==> src/rtl/core/cpsd_pkg.sv <==
// Shared types and constants of the control pilot state detector.
package cpsd_pkg;

  localparam int ADC_BITS_DEF = 12;
  localparam int CAL_W        = 12;
  localparam int DELAY_W      = 8;
  localparam int MV_W         = 16;
  localparam int CNT_W        = 9;
  localparam int FS_W         = 12;
  localparam int CFG_IDX_W    = 3;
  localparam int CFG_DATA_W   = 16;
  localparam int OUT_W        = 40;

  localparam logic [FS_W-1:0] MV_FULL_SCALE = 12'd3300;
  localparam logic [MV_W-1:0] MV_SAT        = 16'hFFFF;

  localparam logic [CAL_W-1:0]   VREF_CAL_RST     = 12'd1527;
  localparam logic [DELAY_W-1:0] SAMPLE_DELAY_RST = 8'd10;
  localparam logic [MV_W-1:0]    DISC_MIN_RST     = 16'd3087;
  localparam logic [MV_W-1:0]    DISC_MAX_RST     = 16'd3187;
  localparam logic [MV_W-1:0]    CONN_MIN_RST     = 16'd2693;
  localparam logic [MV_W-1:0]    CONN_MAX_RST     = 16'd2793;
  localparam logic [MV_W-1:0]    CHG_MIN_RST      = 16'd2320;
  localparam logic [MV_W-1:0]    CHG_MAX_RST      = 16'd2420;

  typedef enum logic [1:0] {
    MODE_DISC = 2'd0,
    MODE_CONN = 2'd1,
    MODE_CHG  = 2'd2
  } mode_t;

  typedef enum logic [CFG_IDX_W-1:0] {
    REG_VREF_CAL     = 3'd0,
    REG_SAMPLE_DELAY = 3'd1,
    REG_DISC_MIN     = 3'd2,
    REG_DISC_MAX     = 3'd3,
    REG_CONN_MIN     = 3'd4,
    REG_CONN_MAX     = 3'd5,
    REG_CHG_MIN      = 3'd6,
    REG_CHG_MAX      = 3'd7
  } reg_idx_t;

  typedef struct packed {
    logic busy;
    logic done;
  } conv_stat_t;

endpackage

==> src/rtl/core/control_pilot_state_detector.sv <==
// Control pilot state detector top level: tick handling, sampling and mode windows.
// Each beat on the input is one pilot PWM phase tick. A tick that does not sample the
// ADC goes straight to ST_FINISH and its result is registered once the output slot is
// free. A sampling tick runs the serial millivolt converter, one bit per cycle:
// shift-add multiply, then restoring division of the ADC_BITS+24 bit numerator.
// The next tick is accepted once the current one has moved into the output register;
// a waiting result does not hold off the next tick. The configuration port is always
// ready and should only be written while no tick is in flight.
module control_pilot_state_detector #(
  parameter int ADC_BITS = cpsd_pkg::ADC_BITS_DEF,
  localparam int IN_W = ((2 * ADC_BITS + 7) / 8) * 8
) (
  input  logic                            clk,
  input  logic                            rst,
  // Input ticks.
  input  logic                            s_axis_tvalid,
  output logic                            s_axis_tready,
  input  logic [IN_W-1:0]                 s_axis_tdata,  // pilot_code, ref_code, zero pad
  input  logic [0:0]                      s_axis_tuser,  // operation
  // Results.
  output logic                            m_axis_tvalid,
  input  logic                            m_axis_tready,
  // pilot_level, low_timer_start, low_timer_stop, sample_taken, high_voltage_mv,
  // low_voltage_mv, vehicle_mode, zero pad
  output logic [cpsd_pkg::OUT_W-1:0]      m_axis_tdata,
  // Configuration writes.
  input  logic                            cfg_valid,
  output logic                            cfg_ready,
  input  logic [cpsd_pkg::CFG_IDX_W-1:0]  cfg_index,
  input  logic [cpsd_pkg::CFG_DATA_W-1:0] cfg_data
);

  localparam int MV_W  = cpsd_pkg::MV_W;
  localparam int CNT_W = cpsd_pkg::CNT_W;

  typedef enum logic [2:0] {
    ST_IDLE   = 3'b001,
    ST_CONV   = 3'b010,
    ST_FINISH = 3'b100
  } state_t;

  state_t state;

  logic [cpsd_pkg::CAL_W-1:0]   vref_cal;
  logic [cpsd_pkg::DELAY_W-1:0] sample_delay;
  logic [MV_W-1:0] disc_min, disc_max, conn_min, conn_max, chg_min, chg_max;

  cpsd_pkg::mode_t mode, mode_next;
  logic [CNT_W-1:0] high_cnt, high_cnt_next, low_cnt, low_cnt_next;
  logic [MV_W-1:0]  high_mv, high_mv_next, low_mv, low_mv_next;

  logic op;
  logic sample;

  logic                 accept;
  logic                 sample_now;
  logic                 conv_start;
  logic                 slot_free;
  logic                 finish;
  cpsd_pkg::conv_stat_t conv_stat;
  logic [MV_W-1:0]      conv_mv;

  logic                 in_disc, in_conn, in_chg;
  logic [cpsd_pkg::OUT_W-1:0] out_data_next;

  assign s_axis_tready = (state == ST_IDLE);
  assign cfg_ready     = 1'b1;
  assign accept        = s_axis_tvalid && s_axis_tready;
  assign sample_now    = s_axis_tuser[0] ? (low_cnt > CNT_W'(sample_delay))
                                         : (high_cnt > CNT_W'(sample_delay));
  assign conv_start    = accept && sample_now;
  assign slot_free     = !m_axis_tvalid || m_axis_tready;
  assign finish        = (state == ST_FINISH) && slot_free;

  cpsd_mv_conv #(
    .ADC_BITS (ADC_BITS)
  ) u_conv (
    .clk        (clk),
    .rst        (rst),
    .start      (conv_start),
    .pilot_code (s_axis_tdata[ADC_BITS-1:0]),
    .ref_code   (s_axis_tdata[2*ADC_BITS-1:ADC_BITS]),
    .vref_cal   (vref_cal),
    .status     (conv_stat),
    .mv         (conv_mv)
  );

  // Update of the stored voltages, counters and mode when a tick completes.
  always_comb begin
    high_mv_next  = high_mv;
    low_mv_next   = low_mv;
    high_cnt_next = high_cnt;
    low_cnt_next  = low_cnt;
    mode_next     = mode;
    if (!op) begin
      if (sample) begin
        high_mv_next  = conv_mv;
        high_cnt_next = '0;
      end else begin
        high_cnt_next = high_cnt + 1'b1;
      end
    end else begin
      if (sample) begin
        low_mv_next  = conv_mv;
        low_cnt_next = '0;
      end else begin
        low_cnt_next = low_cnt + 1'b1;
      end
    end
    in_disc = (high_mv_next >= disc_min) && (high_mv_next <= disc_max);
    in_conn = (high_mv_next >= conn_min) && (high_mv_next <= conn_max);
    in_chg  = (high_mv_next >= chg_min) && (high_mv_next <= chg_max);
    // High-phase ticks check the windows in priority order; no match keeps the mode.
    if (!op) begin
      if (in_disc) begin
        mode_next = cpsd_pkg::MODE_DISC;
      end else if (in_conn) begin
        mode_next = cpsd_pkg::MODE_CONN;
      end else if (in_chg) begin
        mode_next = cpsd_pkg::MODE_CHG;
      end
    end
    out_data_next = {2'b00, mode_next, low_mv_next, high_mv_next, sample, op,
                     !op && (mode != cpsd_pkg::MODE_DISC), !op};
  end

  always_ff @(posedge clk) begin
    if (rst) begin
      state         <= ST_IDLE;
      m_axis_tvalid <= 1'b0;
      mode          <= cpsd_pkg::MODE_DISC;
      high_cnt      <= '0;
      low_cnt       <= '0;
      high_mv       <= '0;
      low_mv        <= '0;
    end else begin
      if (finish) begin
        m_axis_tvalid <= 1'b1;
      end else if (m_axis_tready) begin
        m_axis_tvalid <= 1'b0;
      end
      unique case (state)
        ST_IDLE: begin
          if (accept) begin
            state <= sample_now ? ST_CONV : ST_FINISH;
          end
        end
        ST_CONV: begin
          if (conv_stat.done) begin
            state <= ST_FINISH;
          end
        end
        ST_FINISH: begin
          if (slot_free) begin
            state         <= ST_IDLE;
            mode          <= mode_next;
            high_cnt      <= high_cnt_next;
            low_cnt       <= low_cnt_next;
            high_mv       <= high_mv_next;
            low_mv        <= low_mv_next;
          end
        end
        default: begin
          state <= ST_IDLE;
        end
      endcase
    end
  end

  always_ff @(posedge clk) begin
    if (accept) begin
      op     <= s_axis_tuser[0];
      sample <= sample_now;
    end
    if (finish) begin
      m_axis_tdata <= out_data_next;
    end
  end

  always_ff @(posedge clk) begin
    if (rst) begin
      vref_cal     <= cpsd_pkg::VREF_CAL_RST;
      sample_delay <= cpsd_pkg::SAMPLE_DELAY_RST;
      disc_min     <= cpsd_pkg::DISC_MIN_RST;
      disc_max     <= cpsd_pkg::DISC_MAX_RST;
      conn_min     <= cpsd_pkg::CONN_MIN_RST;
      conn_max     <= cpsd_pkg::CONN_MAX_RST;
      chg_min      <= cpsd_pkg::CHG_MIN_RST;
      chg_max      <= cpsd_pkg::CHG_MAX_RST;
    end else if (cfg_valid && cfg_ready) begin
      unique case (cpsd_pkg::reg_idx_t'(cfg_index))
        cpsd_pkg::REG_VREF_CAL:     vref_cal     <= cfg_data[cpsd_pkg::CAL_W-1:0];
        cpsd_pkg::REG_SAMPLE_DELAY: sample_delay <= cfg_data[cpsd_pkg::DELAY_W-1:0];
        cpsd_pkg::REG_DISC_MIN:     disc_min     <= cfg_data;
        cpsd_pkg::REG_DISC_MAX:     disc_max     <= cfg_data;
        cpsd_pkg::REG_CONN_MIN:     conn_min     <= cfg_data;
        cpsd_pkg::REG_CONN_MAX:     conn_max     <= cfg_data;
        cpsd_pkg::REG_CHG_MIN:      chg_min      <= cfg_data;
        cpsd_pkg::REG_CHG_MAX:      chg_max      <= cfg_data;
        default: begin
        end
      endcase
    end
  end

  // A sampling tick must find the converter free and keep it busy until done.
  a_conv_free_on_start: assert property (@(posedge clk) disable iff (rst)
    conv_start |-> !conv_stat.busy)
    else $error("conversion started while converter busy");

  a_conv_runs: assert property (@(posedge clk) disable iff (rst)
    (state == ST_CONV) |-> (conv_stat.busy || conv_stat.done))
    else $error("waiting on a converter that is not running");

  // Counters never pass one above the largest delay.
  a_cnt_range: assert property (@(posedge clk) disable iff (rst)
    (high_cnt <= 9'd256) && (low_cnt <= 9'd256))
    else $error("decimation counter out of range");

  // A completed sampling tick clears the counter of its phase.
  a_sample_clears: assert property (@(posedge clk) disable iff (rst)
    (finish && sample) |=> m_axis_tdata[3] &&
                           (m_axis_tdata[0] ? (high_cnt == '0) : (low_cnt == '0)))
    else $error("sample did not clear its counter");

  // Only one tick is in flight: after acceptance the input side closes.
  a_one_in_flight: assert property (@(posedge clk) disable iff (rst)
    accept |=> !s_axis_tready)
    else $error("second tick accepted while busy");

endmodule

==> src/rtl/core/cpsd_mv_conv.sv <==
// Bit-serial millivolt converter: shift-add multiply, then restoring division.
module cpsd_mv_conv #(
  parameter int ADC_BITS = cpsd_pkg::ADC_BITS_DEF
) (
  input  logic                         clk,
  input  logic                         rst,
  input  logic                         start,
  input  logic [ADC_BITS-1:0]          pilot_code,
  input  logic [ADC_BITS-1:0]          ref_code,
  input  logic [cpsd_pkg::CAL_W-1:0]   vref_cal,
  output cpsd_pkg::conv_stat_t         status,
  output logic [cpsd_pkg::MV_W-1:0]    mv
);

  localparam int KW = cpsd_pkg::CAL_W + cpsd_pkg::FS_W;
  localparam int NW = KW + ADC_BITS;
  localparam int DW = 2 * ADC_BITS;
  localparam int CW = $clog2(NW);
  localparam int QW = cpsd_pkg::MV_W;

  typedef enum logic [2:0] {
    CV_IDLE = 3'b001,
    CV_MUL  = 3'b010,
    CV_DIV  = 3'b100
  } cv_state_t;

  cv_state_t           state;
  logic                done;
  logic [CW-1:0]       cnt;
  logic [KW-1:0]       k;
  logic [ADC_BITS-1:0] pil;
  logic [DW-1:0]       den;
  logic [NW-1:0]       acc;
  logic [DW-1:0]       rem;
  logic [QW-1:0]       q;
  logic                ovf;

  logic [DW:0]         rem_sh;
  logic                q_bit;

  // One quotient bit per cycle; the numerator leaves acc MSB first.
  assign rem_sh = {rem, acc[NW-1]};
  assign q_bit  = (rem_sh >= {1'b0, den});

  always_ff @(posedge clk) begin
    if (rst) begin
      state <= CV_IDLE;
      done  <= 1'b0;
    end else begin
      done <= 1'b0;
      unique case (state)
        CV_IDLE: begin
          if (start) begin
            state <= CV_MUL;
          end
        end
        CV_MUL: begin
          if (cnt == '0) begin
            state <= CV_DIV;
          end
        end
        CV_DIV: begin
          if (cnt == '0) begin
            state <= CV_IDLE;
            done  <= 1'b1;
          end
        end
        default: begin
          state <= CV_IDLE;
        end
      endcase
    end
  end

  always_ff @(posedge clk) begin
    case (state)
      CV_IDLE: begin
        if (start) begin
          k   <= KW'(vref_cal) * KW'(cpsd_pkg::MV_FULL_SCALE);
          pil <= pilot_code;
          // ref * (2^ADC_BITS - 1) without a multiplier.
          den <= DW'({ref_code, {ADC_BITS{1'b0}}}) - DW'(ref_code);
          acc <= '0;
          cnt <= CW'(ADC_BITS - 1);
        end
      end
      CV_MUL: begin
        acc <= (acc << 1) + (pil[ADC_BITS-1] ? NW'(k) : '0);
        pil <= pil << 1;
        if (cnt == '0) begin
          cnt <= CW'(NW - 1);
          rem <= '0;
          q   <= '0;
          ovf <= 1'b0;
        end else begin
          cnt <= cnt - 1'b1;
        end
      end
      CV_DIV: begin
        // A zero reference gives all ones quotient bits, which saturates below.
        rem <= q_bit ? DW'(rem_sh - {1'b0, den}) : DW'(rem_sh);
        acc <= acc << 1;
        q   <= {q[QW-2:0], q_bit};
        ovf <= ovf | q[QW-1];
        cnt <= cnt - 1'b1;
      end
      default: begin
      end
    endcase
  end

  assign status.busy = (state != CV_IDLE);
  assign status.done = done;
  assign mv          = ovf ? cpsd_pkg::MV_SAT : q;

endmodule

==> config.mk <==
export PLATFORM = sky130hd
export DESIGN_NAME = control_pilot_state_detector
export DESIGN_NICKNAME = d
export VERILOG_FILES = /design/src/rtl/core/cpsd_pkg.sv /design/src/rtl/core/control_pilot_state_detector.sv /design/src/rtl/core/cpsd_mv_conv.sv
export SDC_FILE = /design/constraint.sdc
export NUM_CORES = 1
export LEC_CHECK = 0
export ABC_AREA = 0
export BUFFER_PORTS_ARGS = -buffer_cell sky130_fd_sc_hd__clkbuf_2
export CORE_ASPECT_RATIO = 0.8
export CORE_MARGIN = 2
export CORE_UTILIZATION = 68
export DETAILED_ROUTE_END_ITERATION = 12
export GPL_TIMING_DRIVEN = 0
export PLACE_DENSITY = 0.87
export SLEW_MARGIN = 40
export SYNTH_ARGS = -nofsm -noshare
export SYNTH_HDL_FRONTEND = slang
export SYNTH_HIERARCHICAL = 1
export SYNTH_SLANG_ARGS = --single-unit
==> constraint.sdc <==
create_clock -name clk -period 13.73 [get_ports clk]
set_input_delay 2.0595 -clock clk [delete_from_list [all_inputs] [get_ports clk]]
set_output_delay 2.0595 -clock clk [all_outputs]
set_load 0.01 [all_outputs]
==> summary.md, run 1 <==
| Metric | Value |
|---|---|
| DRT iter0 DRCs | 1823 |
| Worst slew pin tran | 0.885 ns |
| Die ar. | 0.0333 mm² |
| Final Instance Area | 0.0238 mm² |
| H-tree levels | 2 |
| Post-layout nets | 2760 |
| Post-route ant nets | 0 |
| WL per Instance | 19.7 µm |
| Mean Syn Cell Area | 9.30 µm² |
| FMAX | 203 MHz |
| Routed vias | 18000 |
| LEAKAGE | 9.69 nW |
| Syn. warnings | 6 |
| Mapped cell area | 0.0216 mm² |
| Post-route clock period utilization | 35.8% |
| Syn Inst Count | 2325 |
| Die width | 203 µm |
| Final setup violation count | 0 |
| CTS tree | built |
| Post-cts resize count | 0 |
| Root Driver | clkbuf_16 |
| Vias in the first global route | 17200 |
| Total negative slack | 0 ns |
| Status | finished clean |
| Clock Path Buffers | 3 |
| Hold buffer count at CTS | 0 |
| Max_slew headroom | 40.8% |
| Worst-path clk slew | 0.06 ns |
| Crit end category | flip-flop |
| RSZ-0062 raised after global routing | no |
| Clock Skew | 0.0279 ns |
| Die Span Y | 164 µm |
| Largest net degree at the start of global routing | 48 |
| TritonCTS Sinks | 355 |
| WP data arrival | 5.18 ns |
| First-pass GRT wire length | 89500 µm |
| Final slew viol count | 0 |
| Diode count | 0 |
| Hold Crit Class | reg2reg |
| Core area | 0.0314 mm² |
| Setup ws final | 8.81 ns |
| Crit-path max FO | 6 |
| Area grow syn2layout | 10.0% |
| Hold Fails Final Rpt | 0 |
| First drt pass iteration count | 8 |
| Site row count | 58 |
| CTS Buf Count | 36 |
| Gp weighted congestion | 0.936 |
| Initial antenna violation count | 0 |
| DP Wirelength | 40800 µm |
| Clock Latency Late Sink | 0.54 ns |
| Placed Area | 0.0226 mm² |
| Worst setup path class | reg2reg |
| Worst endpoint required time | 14.00 ns |
| Max Cap Viol | 0 |
| Peak supply drop | 0.0000752 V |
| Final wirelength | 56900 µm |
| Post-CTS Setup Bufs | 0 |
| Pre-CTS setup slack | 8.86 ns |
| Setup crit start kind | flip-flop |
| Port buffer count | 78 |
| Residual DRC count | 0 |
| Gr usage total | 34.2% |
| Starting Density | 69.0% |
| Routed vias/inst | 6.21 |
| Layout cells sized above 1 | 9.75% |
| Post-layout min period | 4.92 ns |
| IO Count | 92 |
| Design Power | 2.65 mW |
| Power per cell area | 111 mW/mm² |
| Grt ovf | 0 |
-- registers in the layout (all words and copies together), names as in the netlist, 22 cells and up --
register      count
m_axis_tdata     38
u_conv/acc       34
u_conv/den       24
u_conv/rem       24
u_conv/k         22
-- worst paths after layout --
path / start / to / cells after the start / slack, ns
worst max-delay path: vref_cal[2]$_SDFFE_PP1P_ / u_conv/k[22]$_DFFE_PP_ / 16 / 8.81
worst min register to register: conn_max[10]$_SDFFE_PP0P_ / conn_max[10]$_SDFFE_PP0P_ / 2 / 0.45
worst min-delay path: conn_max[10]$_SDFFE_PP0P_ / conn_max[10]$_SDFFE_PP0P_ / 2 / 0.45
worst max register to register: vref_cal[2]$_SDFFE_PP1P_ / u_conv/k[22]$_DFFE_PP_ / 16 / 8.81
-- layout by cell type, fill, tap and decap left out, drive strengths merged, types with 32 or more instances in the layout --
| master | n |
|---|---|
| a21o | 32 |
| a21oi | 211 |
| and2 | 49 |
| clkbuf | 195 |
| dfxtp | 176 |
| edfxtp | 179 |
| fa | 32 |
| ha | 234 |
| inv | 214 |
| nand2 | 379 |
| nand3 | 52 |
| nor2 | 106 |
| o211ai | 41 |
| o21ai | 108 |
| xnor2 | 42 |
-- final cells by class --
type                            instances  area [µm²]
Clock buffer                           47         952
Multi-Input combinational cell       1664       11600
Sequential cell                       355        8900
Fill cell                            2138        7550
Clock inverter                         17         185
Inverter                              213         802
Tap cell                              420         526
Timing Repair Buffer                   81         440
Buffer                                 94         442
-- metal layers --
metal | share of wire [%] | track usage, % | up-vias | routed length (µm)
li1 | - | - | 8393 | -
met1 | 41 | 45.9 | 8397 | 23400
met2 | 45 | 55.1 | 976 | 25500
met3 | 10 | 6.26 | 197 | 5780
met4 | 4.0 | 14.0 | 0 | 2280
met5 | 0 | 0 | - | 0
-- power breakdown --
part / internal (mW) / total [mW] / switching (mW)
clock: 0.550 / 0.975 / 0.425
sequential: 1.15 / 1.16 / 0.0121
combinational: 0.205 / 0.506 / 0.301
total: 1.91 / 2.65 / 0.739
-- worst max-delay path, cell delays in order (launching register included) --
cell,delay [ns]
dfxtp_1,0.49
ha_1,0.32
xor2_1,0.16
ha_1,0.31
fa_1,0.51
fa_1,0.56
inv_1,0.06
fa_1,0.38
inv_1,0.06
ha_1,0.26
a21o_1,0.21
a21oi_1,0.24
o21ai_0,0.20
a311o_1,0.38
a31o_2,0.23
a21oi_1,0.17
xnor2_1,0.09
-- per-stage QoR --
stage	util [%]	hold WS (ns)	std cells
after global routing	75.9	0.469	2891
after global placement	71.9	0.442	2824
after detailed placement	72.2	0.446	2827
final	75.9	0.454	2891
after CTS	75.8	0.455	2891
after floorplan	-	0.436	2326
No activity file was read; power rests on OpenSTA's default activity.
==> run 2: changes to the inputs <==
--- a/config.mk
+++ b/config.mk
@@ -5,14 +5,14 @@
 export SDC_FILE = /design/constraint.sdc
 export NUM_CORES = 1
 export LEC_CHECK = 0
-export ABC_AREA = 0
+export ABC_AREA = 1
 export BUFFER_PORTS_ARGS = -buffer_cell sky130_fd_sc_hd__clkbuf_2
 export CORE_ASPECT_RATIO = 0.8
 export CORE_MARGIN = 2
-export CORE_UTILIZATION = 68
+export CORE_UTILIZATION = 63
 export DETAILED_ROUTE_END_ITERATION = 12
 export GPL_TIMING_DRIVEN = 0
-export PLACE_DENSITY = 0.87
+export PLACE_DENSITY = 0.81
 export SLEW_MARGIN = 40
 export SYNTH_ARGS = -nofsm -noshare
 export SYNTH_HDL_FRONTEND = slang
==> constraint.sdc (replaced) <==
create_clock -name clk -period 5 [get_ports clk]
set_input_delay 0.75 -clock clk [delete_from_list [all_inputs] [get_ports clk]]
set_output_delay 0.75 -clock clk [all_outputs]
set_load 0.01 [all_outputs]
==> run 2 against run 1 <==
Highest routed layer unchanged. Global-route usage down 2.3 points. Final cell count increased by 26%. Area after synthesis up 5.6%. Count of clock-buffer cells in the layout grew 4.
==> summary.md, run 2 <==
| Metric | Value |
|---|---|
| Post-synth ARST share | 0% |
| Initial antenna violation count | 1 (was 0) |
| Footprint of the multi-input gates | 0.0117 mm² (was 0.0116 mm²) |
| Routed vias | 20100 (was 18000) |
| Synth Register Bits | 355 |
| Die Span Y | 174 µm (was 164 µm) |
| Synth top area cells | edfxtp_1 24%, dfxtp_1 15%, nand2_1 14% |
| Gr usage total | 31.9% (was 34.2%) |
| Crit-path max FO | 6 (unchanged) |
| Power per cell area | 307 mW/mm² (was 111 mW/mm²) |
| Crit end category | flip-flop (unchanged) |
| Hold WS | 0.428 ns (was 0.454 ns) |
| Hold Fails Final Rpt | 0 (unchanged) |
| Max_slew headroom | 46.9% (was 40.8%) |
| Synth area leader | edfxtp_1 |
| Port buffer count | 87 (was 78) |
| Die width | 217 µm (was 203 µm) |
| Mapped cell area | 0.0228 mm² (was 0.0216 mm²) |
| Status | finished clean (unchanged) |
| Final wirelength | 59900 µm (was 56900 µm) |
| Grt ovf | 0 (unchanged) |
| Setup crit start kind | flip-flop (unchanged) |
| WL per Instance | 16.5 µm (was 19.7 µm) |
| Met2 GRT Util | 51.5% (was 55.1%) |
| EDFF count, synth | 179 |
| Worst setup path class | reg2reg (unchanged) |
| Syn. warnings | 6 (unchanged) |
| Top FF cell, synth | edfxtp_1 |
| Syn Inst Count | 2984 (was 2325) |
| Biggest registers after layout | m_axis_tdata (38), u_conv/acc (34) (unchanged) |
| WP data arrival | 4.94 ns (was 5.18 ns) |
| Library cells used by synthesis | 58 |
| Root Driver | clkbuf_16 (unchanged) |
| Worst-path clk slew | 0.06 ns (about the same) |
| H-tree levels | 2 (unchanged) |
| Worst endpoint required time | 5.28 ns (was 14.00 ns) |
| Placed Cells incl. Taps | 3570 (was 2827) |
| Routed vias/inst | 5.52 (was 6.21) |
| Hold buffer count at CTS | 0 (unchanged) |
| Placed Area | 0.0241 mm² (was 0.0226 mm²) |
| Worst slew pin tran | 0.797 ns (was 0.885 ns) |
| Fillers | 2889 (was 2138) |
| First-pass GRT wire length | 96200 µm (was 89500 µm) |
| Met1 capacity usage during global routing | 42.8% (was 45.9%) |
| First drt pass iteration count | 6 (was 8) |
| Vias in the first global route | 19400 (was 17200) |
| LEAKAGE | 12.3 nW (was 9.69 nW) |
| Post-cts resize count | 0 (unchanged) |
| Clock Path Buffers | 3 (unchanged) |
| Non-filler cells, final | 3635 (was 2891) |
| Final Instance Area | 0.0253 mm² (was 0.0238 mm²) |
| Max Cap Viol | 0 (unchanged) |
| Post-route ant nets | 0 (unchanged) |
| Max FFs per register | 38 (unchanged) |
| Met3 Usage GRT | 5.74% (was 6.26%) |
| Gp weighted congestion | 0.957 (was 0.936) |
| Area fraction of the dominant cell type after synthesis | 23.5% |
| Post-route clock period utilization | 93.0% (was 35.8%) |
| Final setup violation count | 0 (unchanged) |
| RSZ-0062 raised after global routing | no (unchanged) |
| CTS Buf Count | 36 (unchanged) |
| FMAX | 215 MHz (was 203 MHz) |
| Largest net degree at the start of global routing | 42 (was 48) |
| Die ar. | 0.0378 mm² (was 0.0333 mm²) |
| Largest Register | m_axis_tdata (unchanged) |
| Starting Density | 63.8% (was 69.0%) |
| DRT iter0 DRCs | 1677 (was 1823) |
| Area grow syn2layout | 10.8% (was 10.0%) |
| Layer with the highest usage | met2 (unchanged) |
| Site row count | 62 (was 58) |
| Peak supply drop | 0.000240 V (was 0.0000752 V) |
| Most frequent cells in the layout | 819 x nand2_1, 507 x inv_1, 234 x a21oi_1, 234 x ha_1, 221 x nor2_1 (was 378 x nand2_1, 234 x ha_1, 212 x inv_1) |
| Sequential cell area | 0.00890 mm² (unchanged) |
| Layout cells sized above 1 | 7.32% (was 9.75%) |
| Residual DRC count | 0 (unchanged) |
| Most frequent cell after synthesis | nand2_1 |
| Clock Skew | 0.0345 ns (was 0.0279 ns) |
| Hold Crit Class | in2reg (was reg2reg) |
| TritonCTS Sinks | 355 (unchanged) |
| Core area | 0.0358 mm² (was 0.0314 mm²) |
| CTS tree | built (unchanged) |
| Final slew viol count | 0 (unchanged) |
| Post-layout min period | 4.65 ns (was 4.92 ns) |
| IO Count | 92 (unchanged) |
| Most common cell after layout, fill and taps aside | nand2_1 (unchanged) |
| Clock Latency Late Sink | 0.56 ns (was 0.54 ns) |
| Mean Syn Cell Area | 7.65 µm² (was 9.30 µm²) |
| Sequential area share after synthesis | 39.0% |
| DP Wirelength | 45400 µm (was 40800 µm) |
| Synth top cells by count | 821 x nand2_1, 507 x inv_1, 234 x a21oi_1, 234 x ha_1, 222 x nor2_1 |
| Post-CTS Setup Bufs | 0 (unchanged) |
| Post-layout nets | 3443 (was 2760) |
-- run 2: through the flow --
stage | utilization, % | TNS, ns | total power [mW] | worst slack [ns]
2_1_floorplan | - | 0 | 4.58 | 0.0770
3_3_place_gp | 66.7 | -74.00 | 5.04 | -1.63
3_5_place_dp | 67.5 | 0 | 5.12 | 0.357
4_1_cts | 70.7 | 0 | 7.77 | 0.361
5_1_grt | 70.7 | 0 | 8.17 | 0.0403
6_report | 70.7 | 0 | 7.77 | 0.348
-- run 2: worst max-delay path: stages, from the launching register on --
cell and delay (ns):
dfxtp_1 0.46, ha_1 0.31, xor2_1 0.21, ha_1 0.29
fa_1 0.51, fa_1 0.55, inv_1 0.06, fa_1 0.50
inv_1 0.04, ha_1 0.36, nand2_1 0.13, nor2_1 0.15
nand4_1 0.09, o21ai_0 0.41, nand3_1 0.17, nand3_1 0.10
nand2_1 0.05
-- run 2: cells by family after synthesis --
family | after synthesis | share of synthesized area, %
and+or+nand+nor | 1271 | 23.1
buffers and inverters | 591 | 9.94
other | 2 | 0.0329
adders and majority gates | 266 | 15.6
xor gates and xnor gates | 39 | 1.50
DFF | 355 | 39.0
AOI/OAI and AO/OA | 460 | 10.8
-- run 2: layer usage --
metal  wire [µm]  share of wire [%]
met5           0                  0
met4        2220                3.7
met3        5260                8.8
met2       26800                 45
met1       25600                 43
-- run 2: final cells by class --
class / count / area share [%]
multi-input combinational: 2039 / 46.4
sequential: 355 / 35.2
inverter: 521 / 7.74
clock buffer: 51 / 4.03
timing repair buffer: 105 / 2.46
tap: 480 / 2.37
buffer: 70 / 1.24
clock inverter: 13 / 0.515
antenna: 1 / 0.00990
-- run 2: power by group --
part | switching, mW | total, mW | internal (mW) | leakage [nW]
registers | 0.0297 | 3.21 | 3.18 | 2.96
clock network | 1.18 | 2.67 | 1.50 | 0.559
logic | 1.21 | 1.88 | 0.671 | 8.78
total | 2.42 | 7.77 | 5.35 | 12.3
-- run 2: worst paths after layout --
| path | startpoint | end | slack, ns | cells past startpoint |
|---|---|---|---|---|
| max | vref_cal[2]$_SDFFE_PP1P_ | u_conv/k[19]$_DFFE_PP_ | 0.35 | 16 |
| min | s_axis_tuser | op$_DFFE_PP_ | 0.43 | 1 |
| max reg2reg | vref_cal[2]$_SDFFE_PP1P_ | u_conv/k[19]$_DFFE_PP_ | 0.35 | 16 |
| min reg2reg | disc_max[15]$_SDFFE_PP0P_ | disc_max[15]$_SDFFE_PP0P_ | 0.46 | 2 |
